<file path="src/rtl/stmf_pkg.sv">
// Shared constants and types for the sliding trimmed mean filter.
// No dependencies; used by the cell, divider, top level and bench.
`default_nettype none
package stmf_pkg;

  localparam int unsigned WINDOW  = 16;
  localparam int unsigned TRIM    = WINDOW / 4;
  localparam int unsigned HALF    = 2 * TRIM;
  localparam int unsigned SMP_W   = 12;
  localparam int unsigned AGE_W   = $clog2(WINDOW);
  localparam int unsigned AGE_MAX = WINDOW - 1;
  localparam int unsigned SUM_W   = $clog2(HALF * (2 ** SMP_W));
  localparam int unsigned CNT_W   = $clog2(HALF);

  // Reciprocal of HALF scaled by 2**DIV_SH, rounded up.
  localparam int unsigned DIV_SH  = SUM_W + $clog2(HALF);
  localparam int unsigned RCP_W   = SUM_W + 1;
  localparam int unsigned PROD_W  = SUM_W + RCP_W;
  localparam logic [RCP_W-1:0] RCP = RCP_W'((2 ** DIV_SH + HALF - 1) / HALF);

  typedef logic [SMP_W-1:0] smp_t;
  typedef logic [AGE_W-1:0] age_t;
  typedef logic [SUM_W-1:0] sum_t;

  // Raw contents of a cell, passed down to its lower neighbor.
  typedef struct packed {
    smp_t val;
    age_t age;
  } down_t;

  // Post-eviction view of a cell, passed up to its upper neighbor.
  typedef struct packed {
    smp_t cval;
    age_t cage;
    logic le;
    logic below;
  } up_t;

endpackage
`default_nettype wire

</file>
<file path="src/rtl/stmf_cell.sv">
// One cell of the sorted window chain plus its readout shadow register.
// Depends on stmf_pkg.
`default_nettype none
module stmf_cell (
  input  wire logic            clk_i,
  input  wire logic            rst_ni,
  input  wire stmf_pkg::age_t  idx_i,
  input  wire stmf_pkg::smp_t  smp_i,
  input  wire logic            ins_i,
  input  wire logic            load_i,
  input  wire logic            shift_i,
  input  wire stmf_pkg::up_t   lo_i,
  input  wire stmf_pkg::down_t hi_i,
  input  wire stmf_pkg::smp_t  sh_hi_i,
  output stmf_pkg::up_t        up_o,
  output stmf_pkg::down_t      dn_o,
  output stmf_pkg::smp_t       sh_o
);

  stmf_pkg::smp_t val_q, val_d, sh_q, cval;
  stmf_pkg::age_t age_q, age_d, cage;
  logic           del, below, le;

  // Oldest entry drops out; cells above it close the gap, then the sample slots in.
  assign del   = (age_q == stmf_pkg::AGE_W'(stmf_pkg::AGE_MAX));
  assign below = lo_i.below & ~del;
  assign cval  = below ? val_q : hi_i.val;
  assign cage  = below ? age_q : hi_i.age;
  assign le    = (cval <= smp_i);

  assign up_o = '{cval: cval, cage: cage, le: le, below: below};
  assign dn_o = '{val: val_q, age: age_q};
  assign sh_o = sh_q;

  always_comb begin
    if (le) begin
      val_d = cval;
      age_d = cage + stmf_pkg::AGE_W'(1);
    end else if (lo_i.le) begin
      val_d = smp_i;
      age_d = '0;
    end else begin
      val_d = lo_i.cval;
      age_d = lo_i.cage + stmf_pkg::AGE_W'(1);
    end
  end

  always_ff @(posedge clk_i or negedge rst_ni) begin
    if (!rst_ni) begin
      val_q <= '0;
      age_q <= idx_i;
    end else if (ins_i) begin
      val_q <= val_d;
      age_q <= age_d;
    end
  end

  always_ff @(posedge clk_i) begin
    if (load_i) begin
      sh_q <= val_q;
    end else if (shift_i) begin
      sh_q <= sh_hi_i;
    end
  end

endmodule
`default_nettype wire

</file>
<file path="src/rtl/stmf_div.sv">
// Division by the constant HALF as a multiply by its scaled reciprocal.
// Depends on stmf_pkg.
`default_nettype none
module stmf_div (
  input  wire logic           clk_i,
  input  wire logic           rst_ni,
  input  wire logic           start_i,
  input  wire stmf_pkg::sum_t dividend_i,
  output logic                done_o,
  output stmf_pkg::smp_t      quot_o
);

  stmf_pkg::sum_t              dvd_q;
  logic [stmf_pkg::PROD_W-1:0] prod;
  logic                        done_q;

  // Exact floor quotient for every dividend that fits in SUM_W bits.
  assign prod   = stmf_pkg::PROD_W'(dvd_q) * stmf_pkg::PROD_W'(stmf_pkg::RCP);
  assign done_o = done_q;
  assign quot_o = prod[stmf_pkg::DIV_SH +: stmf_pkg::SMP_W];

  always_ff @(posedge clk_i or negedge rst_ni) begin
    if (!rst_ni) begin
      done_q <= 1'b0;
    end else begin
      done_q <= start_i;
    end
  end

  always_ff @(posedge clk_i) begin
    if (start_i) begin
      dvd_q <= dividend_i;
    end
  end

endmodule
`default_nettype wire

</file>
<file path="src/rtl/sliding_trimmed_mean_filter.sv">
// Sliding-window interquartile mean of a 12-bit sample stream.
// Depends on stmf_pkg, stmf_cell and stmf_div.
//
// Usage:
//   s_axis: one sample per transfer, tdata[11:0] = sample.
//   m_axis: one result per sample, tdata[11:0] = filtered, upper bits zero.
//   Each sample replaces the oldest of WINDOW entries held in a sorted chain
//   of cells; the insert and the eviction happen in the accepting cycle.
//   The sorted values are then copied into a shadow shift line, the middle
//   half is summed one cell per cycle and the sum is divided by WINDOW/2
//   through a registered multiply by its reciprocal. The states LOAD,
//   SUM, DIV and DONE follow the input transfer in turn before
//   m_axis_tvalid rises; one item is in flight at a time, so no new
//   sample is taken until DONE has loaded the output register.
//   Reset clears the window to zero and empties the output register; until
//   WINDOW samples have arrived the zero entries count as samples.
//   A stalled receiver holds the result in the output register; the next
//   sample is still taken and processed, and the block waits only if a new
//   result is ready while the previous one has not been transferred.
`default_nettype none
module sliding_trimmed_mean_filter (
  input  wire logic        clk_i,
  input  wire logic        rst_ni,
  input  wire logic        s_axis_tvalid,
  output logic             s_axis_tready,
  input  wire logic [15:0] s_axis_tdata,   // [11:0] sample
  output logic             m_axis_tvalid,
  input  wire logic        m_axis_tready,
  output logic [15:0]      m_axis_tdata    // [11:0] filtered
);

  localparam logic [2:0] ST_IDLE = 3'd0;
  localparam logic [2:0] ST_LOAD = 3'd1;
  localparam logic [2:0] ST_SUM  = 3'd2;
  localparam logic [2:0] ST_DIV  = 3'd3;
  localparam logic [2:0] ST_DONE = 3'd4;

  logic [2:0]                 state_q, state_d;
  logic [stmf_pkg::CNT_W-1:0] cnt_q, cnt_d;
  stmf_pkg::sum_t             acc_q, acc_d, dividend;
  stmf_pkg::smp_t             out_q, sample, quot;
  logic                       out_vld_q, out_vld_d, out_load;
  logic                       s_xfer, ins, load, shift, div_start, div_done, sum_last;

  stmf_pkg::up_t   up   [stmf_pkg::WINDOW];
  stmf_pkg::down_t dn   [stmf_pkg::WINDOW];
  stmf_pkg::smp_t  sh   [stmf_pkg::WINDOW];

  assign sample        = s_axis_tdata[stmf_pkg::SMP_W-1:0];
  assign s_axis_tready = (state_q == ST_IDLE);
  assign s_xfer        = s_axis_tvalid & s_axis_tready;
  assign ins           = s_xfer;
  assign load          = (state_q == ST_LOAD);
  assign shift         = (state_q == ST_SUM);
  assign sum_last      = (cnt_q == stmf_pkg::CNT_W'(stmf_pkg::HALF - 1));
  assign div_start     = shift & sum_last;
  assign dividend      = acc_q + stmf_pkg::SUM_W'(sh[stmf_pkg::TRIM]);

  for (genvar i = 0; i < stmf_pkg::WINDOW; i++) begin : g_cell
    stmf_pkg::up_t   lo;
    stmf_pkg::down_t hi;
    stmf_pkg::smp_t  sh_hi;
    if (i == 0) begin : g_bot
      assign lo = '{cval: '0, cage: '0, le: 1'b1, below: 1'b1};
    end else begin : g_mid
      assign lo = up[i-1];
    end
    if (i == stmf_pkg::WINDOW - 1) begin : g_top
      // Empty slot above the chain: largest value, age wraps to zero on insert.
      assign hi    = '{val: '1, age: '1};
      assign sh_hi = '0;
    end else begin : g_low
      assign hi    = dn[i+1];
      assign sh_hi = sh[i+1];
    end
    stmf_cell u_cell (
      .clk_i   (clk_i),
      .rst_ni  (rst_ni),
      .idx_i   (stmf_pkg::AGE_W'(i)),
      .smp_i   (sample),
      .ins_i   (ins),
      .load_i  (load),
      .shift_i (shift),
      .lo_i    (lo),
      .hi_i    (hi),
      .sh_hi_i (sh_hi),
      .up_o    (up[i]),
      .dn_o    (dn[i]),
      .sh_o    (sh[i])
    );
  end

  stmf_div u_div (
    .clk_i      (clk_i),
    .rst_ni     (rst_ni),
    .start_i    (div_start),
    .dividend_i (dividend),
    .done_o     (div_done),
    .quot_o     (quot)
  );

  always_comb begin
    state_d   = state_q;
    cnt_d     = cnt_q;
    acc_d     = acc_q;
    out_load  = 1'b0;
    out_vld_d = out_vld_q & ~m_axis_tready;
    unique case (state_q)
      ST_IDLE: begin
        if (s_xfer) state_d = ST_LOAD;
      end
      ST_LOAD: begin
        cnt_d   = '0;
        acc_d   = '0;
        state_d = ST_SUM;
      end
      ST_SUM: begin
        acc_d = dividend;
        cnt_d = cnt_q + stmf_pkg::CNT_W'(1);
        if (sum_last) state_d = ST_DIV;
      end
      ST_DIV: begin
        if (div_done) state_d = ST_DONE;
      end
      ST_DONE: begin
        if (!out_vld_q || m_axis_tready) begin
          out_load  = 1'b1;
          out_vld_d = 1'b1;
          state_d   = ST_IDLE;
        end
      end
      default: state_d = ST_IDLE;
    endcase
  end

  always_ff @(posedge clk_i or negedge rst_ni) begin
    if (!rst_ni) begin
      state_q   <= ST_IDLE;
      cnt_q     <= '0;
      out_vld_q <= 1'b0;
    end else begin
      state_q   <= state_d;
      cnt_q     <= cnt_d;
      out_vld_q <= out_vld_d;
    end
  end

  always_ff @(posedge clk_i) begin
    acc_q <= acc_d;
    if (out_load) out_q <= quot;
  end

  assign m_axis_tvalid = out_vld_q;
  assign m_axis_tdata  = {4'b0, out_q};

endmodule
`default_nettype wire

</file>
<file path="config.mk">
export PLATFORM = sky130hd
export DESIGN_NAME = sliding_trimmed_mean_filter
export DESIGN_NICKNAME = d
export VERILOG_FILES = /design/src/rtl/stmf_pkg.sv /design/src/rtl/stmf_cell.sv /design/src/rtl/stmf_div.sv /design/src/rtl/sliding_trimmed_mean_filter.sv
export SDC_FILE = /design/constraint.sdc
export NUM_CORES = 2
export LEC_CHECK = 0
export BUFFER_PORTS_ARGS = -buffer_cell sky130_fd_sc_hd__buf_2
export CORE_ASPECT_RATIO = 1.4
export CORE_UTILIZATION = 60
export CTS_CLUSTER_DIAMETER = 100
export CTS_CLUSTER_SIZE = 28
export DETAILED_ROUTE_END_ITERATION = 7
export PLACE_DENSITY = 0.8
export SYNTH_ARGS = -nofsm -noshare
export SYNTH_HDL_FRONTEND = slang
export SYNTH_SLANG_ARGS = --single-unit
</file>
<file path="constraint.sdc">
create_clock -name clk_i -period 7.6 [get_ports clk_i]
set_clock_uncertainty 0.2 [all_clocks]
set_input_delay 0.38 -clock clk_i [delete_from_list [all_inputs] [get_ports clk_i]]
set_output_delay 0.38 -clock clk_i [all_outputs]
set_load 0.05 [all_outputs]
</file>
== Word-level counts from Yosys, hierarchy flattened ==
Index checks and enable logic that the tools add are counted.

* Logic and storage cells: 279
* Input port bits: 20
* Register bits after elaboration: 450
* Output and inout bits: 18

* Reduce and logical (&&, ||, !) cells: 5
* Muxes and demuxes: 129
* Bitwise gates (word level): 35
* Magnitude comparators: 16
* Add/subtract/negate cells: 18
* Equal/unequal tests: 25

{| class="wikitable"
|+ Operator list
! cell !! number
|-
| $mux W12 || 71
|-
| $le A12 B12 Y1 || 16
|-
| $mux W4 || 47
|-
| $add A4 B1 Y4 const B || 16
|-
| $eq A4 B4 Y1 const B || 16
|-
| $pmux W15 S2 || 1
|-
| $and A1 B1 Y1 || 18
|-
| $not A1 Y1 || 17
|-
| $add A15 B12 Y15 || 1
|-
| $pmux W3 S5 || 1
|-
| $mux W3 || 4
|-
| $eq A3 B2 Y1 const B || 2
|-
| $eq A3 B3 Y1 const B || 2
|-
| $ne A2 B1 Y1 const B || 3
|-
| $pmux W3 S2 || 1
|-
| $mux W1 || 4
|-
| $reduce_and A4 Y1 || 1
|-
| $add A3 B1 Y3 const B || 1
|-
| $eq A3 B1 Y1 const B || 1
|-
| $logic_not A3 Y1 || 1
|-
| $ne A2 B2 Y1 const B || 1
|-
| $reduce_bool A2 Y1 || 1
|-
| $logic_not A1 Y1 || 1
|-
| $logic_or A1 B1 Y1 || 1
|}

== Longest topological paths before layout ==
* Depth after elaboration: 20
* Depth in mapped cells: 20
* Depth with buffers taken out: 15

== Least setup slack after synthesis ==
Ideal clock, no wire load.

* Path type: register to register
* From: register state_q[1]
* To: register acc_q[0], enable pin
* Path buffers: 3
* Setup time: 511 ps
* Arrival: 4495 ps
* Path slack: 2393 ps
* Cell stages (with the launch flop): 7
* Period minus slack after synthesis: 5207 ps
* Data required time: 6889 ps
* Path through: dfrtp_1 clkbuf_1 nor3b_1 clkbuf_1 clkbuf_1 nor2_1 inv_1

* Cells in the longest elaborated chain, start to end: 2
* Elaborated cells on any way between the ends: 3
* Those cells by class: eq/ne: 2; reduce/logical: 1

{| class="wikitable"
|+ Ends and longest elaborated chain
! item !! RTL line !! source
|-
| start: declaration || sliding_trimmed_mean_filter.sv:38 || <nowiki>logic [2:0] state_q, state_d;</nowiki>
|-
| start signal: assignment || sliding_trimmed_mean_filter.sv:142 || <nowiki>state_q <= state_d;</nowiki>
|-
| $eq A3 B2 Y1 / $eq A3 B1 Y1 (equally long branches) || sliding_trimmed_mean_filter.sv:108 || <nowiki>unique case (state_q)</nowiki>
|-
| $reduce_bool A2 Y1 (no line) (*) || - ||
|-
| end signal: assignment || sliding_trimmed_mean_filter.sv:149 || <nowiki>acc_q <= acc_d;</nowiki>
|-
| end: declaration || sliding_trimmed_mean_filter.sv:40 || <nowiki>stmf_pkg::sum_t acc_q, acc_d, dividend;</nowiki>
|}

Mark *: on every way between the ends. The rest lies on a longest branch, timed or not.
A chain may end at the register's enable or synchronous reset.

== Worst setup path after layout ==
* From: register g_cell[0].u_cell.age_q[1]
* To: register g_cell[13].u_cell.val_q[0]

* Cells in the longest elaborated chain, start to end: 18
* Elaborated cells on any way between the ends: 21
* Those cells by class: order compare: 2; eq/ne: 1; mux: 4; bitwise: 14

{| class="wikitable"
|+ Ends and longest elaborated chain
! item !! RTL line !! source
|-
| start: declaration || stmf_cell.sv:21 || <nowiki>stmf_pkg::age_t age_q, age_d, cage;</nowiki>
|-
| start signal: assignment || stmf_cell.sv:51 || <nowiki>age_q <= idx_i;</nowiki>
|-
| start signal: assignment || stmf_cell.sv:54 || <nowiki>age_q <= age_d;</nowiki>
|-
| $eq A4 B4 Y1 (*) || stmf_cell.sv:25 || <nowiki>assign del = (age_q == stmf_pkg::AGE_W'(stmf_pkg::AGE_MAX));</nowiki>
|-
| $not A1 Y1 (*) || stmf_cell.sv:26 || <nowiki>assign below = lo_i.below & ~del;</nowiki>
|-
| $and A1 B1 Y1 (*) (12 in series) || stmf_cell.sv:26 ||
|-
| $mux W12 / $and A1 B1 Y1 (equally long branches) || stmf_cell.sv:27, stmf_cell.sv:26 ||
|-
| $le A12 B12 Y1 / $mux W12 (equally long branches) || stmf_cell.sv:29, stmf_cell.sv:27 ||
|-
| $mux W12 / $le A12 B12 Y1 (equally long branches) || stmf_cell.sv:39, stmf_cell.sv:29 ||
|-
| $mux W12 (*) || stmf_cell.sv:36 || <nowiki>if (le) begin</nowiki>
|-
| end signal: assignment || stmf_cell.sv:53 || <nowiki>val_q <= val_d;</nowiki>
|-
| end: declaration || stmf_cell.sv:20 || <nowiki>stmf_pkg::smp_t val_q, val_d, sh_q, cval;</nowiki>
|}

Marked as above.

==> run summary <==
The run finished with clean final reports. The total half-perimeter wirelength after legalization and detailed placement is ~55,000 um. The unique cell type count in the Yosys netlist is 82.

Summed over all instances, the cell type with the most area after synthesis is dfrtp_1. The share of synthesized registers carrying an async set or reset is 0.591. Setup repair after global routing left no endpoint under its margin. Yosys printed 0 warnings. The initialized floorplan defines 96 standard-cell rows. The die outline width is 191 um.

After synthesis, the largest family of logic cells by area is multiplexers. The pre-CTS setup slack is 1.72 ns. The weighted congestion at the end of routability-driven global placement came out at 0.952. The final-layout fill cell count came out at between 3,000 and 4,000. The total core area is between 40,000 and 50,000 um^2. In this run the tightest slew margin relative to its limit is 0.156.

Power spread over the standard cell area amounts to between 300 and 400 nW/um^2. The first global-routing pass estimated 126,000 um of wire. The final number of setup-violating endpoints is 0.

The fraction of layout instances using a drive strength above 1 is 0.144. The number of instances in the synthesized netlist came out at between 3,000 and 4,000. In the final timing run, aggregate negative setup slack is 0 ns. 0 antenna diodes ended up in the layout.

Max-cap violations in this run came to 0. The overall track demand over capacity in global routing came out at 0.313. The final setup slack of the worst path came out at ~1.6 ns. The via count of the first global-routing pass came out at approximately 24,000. The sequential element share of the synthesized area came out at 0.404. The number of resized instances in the post-cts repair step came out at 0. The count of nets after finishing is approximately 3,200.

The clock latency on the worst-skew pair came out at around 0.57 ns. The clock net in this run drives a total of approximately 450 sinks. The root buffer cell is clkbuf_16. The clock transition time at the flip-flop clock pins of the worst setup and hold paths is approximately 0.12 ns. The element type at the critical path end is a flop.

The initial core utilization is 0.611. For this run, the top clock speed supported by timing is about 170 MHz. Of the total synthesized cell area, the portion taken by XOR and XNOR cells is 0.0108.

The total count of max-transition violations in the final report is 0. The critical path startpoint category is a flop. The analysis attributes to cell leakage a power of around 14 nW. The post-layout minimum cycle time is 5.96 ns. In this run the number of H-tree levels came out at 1. The first detailed-routing pass took 6 iterations. The die covers between 50,000 and 60,000 um^2.

In this run the worst hold path is classified as in -> reg. The maximum fanout along the worst path came out at 45. The critical path arrival is between 6 and 7 ns.

The transition time of the tightest slew-check pin is 1.26 ns. The largest voltage drop on the vdd net came out at just over 0.6 mV. The final wirelength is a little under 80,000 um. The post-synthesis instance area is ~30,000 um^2. No sink is reached through more buffers than the 3 on the longest clock path. From synthesis to final layout, the design area changed by 3.85%.

After synthesis, the cell types taking the most area are dfrtp_1 19%, edfxtp_1 18%, mux2_2 9.4%. The worst setup path is of the reg -> reg kind. TritonCTS built the clock tree.

The area share of fa/ha/maj cells after synthesis is 0.0930. The required time at the endpoint of the critical path came out at just under 8 ns. The die outline height is around 270 um.

The DRC marker count from the first detailed-route iteration came out at around 1,800. The portion of the clock cycle consumed by the worst path in the final layout came out at 0.784. The post-route antenna net violation count came out at 0. The synthesized-area fraction occupied by ao, oa, aoi and oai cells came out at 0.159.

The count of cells along the worst hold path is 4. Entering global routing, the biggest net connects 174 pins. The share of synthesized area in the top cell type comes to 0.193. Of the total synthesized cell area, the portion taken by AND, OR, NAND and NOR gates is 0.134. Synthesis inferred 447 register bits. The final route contains ~23,000 vias. The final-report hold violation count is 0.

The total DRC errors in the routed layout is 0. The per-cell routed wire length came out at around 22 um. The dominant register cell in the synthesized netlist is dfrtp_1. The final global-route overflow total came out at 0.

In the routed layout, each cell is associated on average with a via count of roughly 6.5. The total placed instance area is between 30,000 and 40,000 um^2. The total clock buffers created by CTS came out at 19. The finished cells cover between 30,000 and 40,000 um^2.

The per-instance average area after synthesis is about 10 um^2. Counting flops with a built-in enable in the synthesized netlist gives about 180. The number of antenna violations at the first check in global routing came out at 0. The mux share of post-synthesis cell area is 0.166. The number of port buffers is 29. 38 I/O pins were placed.

The worst register-to-register path has a depth of 14.
## cell usage after synthesis (20+ instances only)
cell type	instances
o21a_1	35
mux2_2	250
nor2b_1	29
nand3_1	36
nor2_1	253
buf_1	20
inv_1	45
a21oi_1	133
o21ai_0	111
dfrtp_1	232
and2_1	29
a211oi_1	128
nand2b_1	41
clkbuf_1	149
dfstp_2	32
o211ai_1	24
nand4_1	54
edfxtp_1	183
nand2_1	354
nor3_1	30
ha_1	222
xnor2_1	28
a21o_1	164
mux2i_1	205
a31oi_1	30
## report_power, final
group | internal [mW] | switching [mW] | total (mW)
combinational | 2.46 | 3.71 | 6.17
clock | 0.486 | 0.779 | 1.27
sequential | 3.76 | 0.575 | 4.33
## per-stage QoR
step / hold WS (ns) / util / total power [mW] / std cells
global placement: 0.203 / 0.623 / 10.2 / 3526
CTS: 0.0747 / 0.634 / 11.7 / 3561
finish: 0.0950 / 0.634 / 11.8 / 3561
detailed placement: 0.205 / 0.623 / 10.5 / 3526
global route: 0.110 / 0.634 / 12.5 / 3561
floorplan: -0.116 / - / 8.93 / 3015
## per-layer routing
| layer | part of all wire | vias to the layer above | global-route usage |
|---|---|---|---|
| li1 | - | 10855 | - |
| met1 | 0.39 | 11293 | 0.354 |
| met2 | 0.50 | 715 | 0.552 |
| met3 | 0.048 | 213 | 0.0421 |
| met4 | 0.068 | 0 | 0.199 |
| met5 | 0 | - | 0 |
## cells by family (layout without fill, tap and decap cells)
| group | count (synthesis) | count (layout) |
|---|---|---|
| other | 1 | 4 |
| and+or+nand+nor | 886 | 886 |
| DFF | 447 | 447 |
| buffers and inverters | 244 | 153 |
| muxes | 463 | 463 |
| AOI/OAI and AO/OA | 711 | 711 |
| xor gates and xnor gates | 37 | 37 |
| adders and majority gates | 223 | 223 |
## final timing paths
path                                      startpoint                          to  slack (ns)
max reg2reg                g_cell[0].u_cell.age_q[1]  g_cell[13].u_cell.val_q[0]        1.64
max in group asynchronous                     rst_ni   g_cell[1].u_cell.val_q[4]        5.37
min in group asynchronous                     rst_ni  g_cell[14].u_cell.age_q[0]        0.29
max                        g_cell[0].u_cell.age_q[1]  g_cell[13].u_cell.val_q[0]        1.64
min                                    s_axis_tvalid                  state_q[0]        0.09
min reg2reg                          u_div.dvd_q[10]                    out_q[7]        0.23
## worst max-delay path, stage by stage, from the launching register on
cell     delay, ns
dfrtp_1       0.45
nand4_1       0.43
nand4_2       0.57
nor3_4        0.36
and2_1        0.79
mux2_2        0.45
ha_1          0.31
nand4_1       0.23
or2_2         0.36
a21o_1        0.15
nand2_1       0.05
o32a_2        0.80
mux2_2        0.41
a21oi_1       0.13
o21ai_0       0.08
## state kept, by name, summed over array words and instances, names as in the netlist
register	flops
m_axis_tvalid	1
u_div.dvd_q	12
g_cell.u_cell.val_q	192
out_q	12
state_q	3
u_div.done_o	1
g_cell.u_cell.age_q	64
g_cell.u_cell.sh_o	144
acc_q	15
cnt_q	3
## cell usage in the layout (no fill, tap or decap), drive strengths merged, types with 10 or more instances in the layout
master and count:
dfstp 32, nand2 354, mux2i 205, clkbuf 33, nand4 56, a211oi 128, mux2 258, a21o 164
nand3 37, nor3 34, o21a 35, nor2b 29, and2 30, o22a 11, dfrtp 232, edfxtp 183
o21ai 113, a21oi 134, or2 10, ha 222, buf 73, a31oi 30, nand2b 41, nor2 254
o211ai 24, xnor2 28, and3 11, inv 45
## cell type report
cell class,count,area [um^2],share of cell area
Multi-Input combinational cell,2324,17100,0.546
Sequential cell,447,12100,0.389
Tap cell,637,797,0.0255
Clock buffer,33,532,0.0170
Timing Repair Buffer,75,518,0.0166
Inverter,45,174,0.00557
## repair_timing
item	CTS	global route
endpoints found under the hold margin	75	0
setup endpoints to repair	0	0
hold buffers	2	0
buffers inserted	0	0
(Power assumes the default switching activity.)
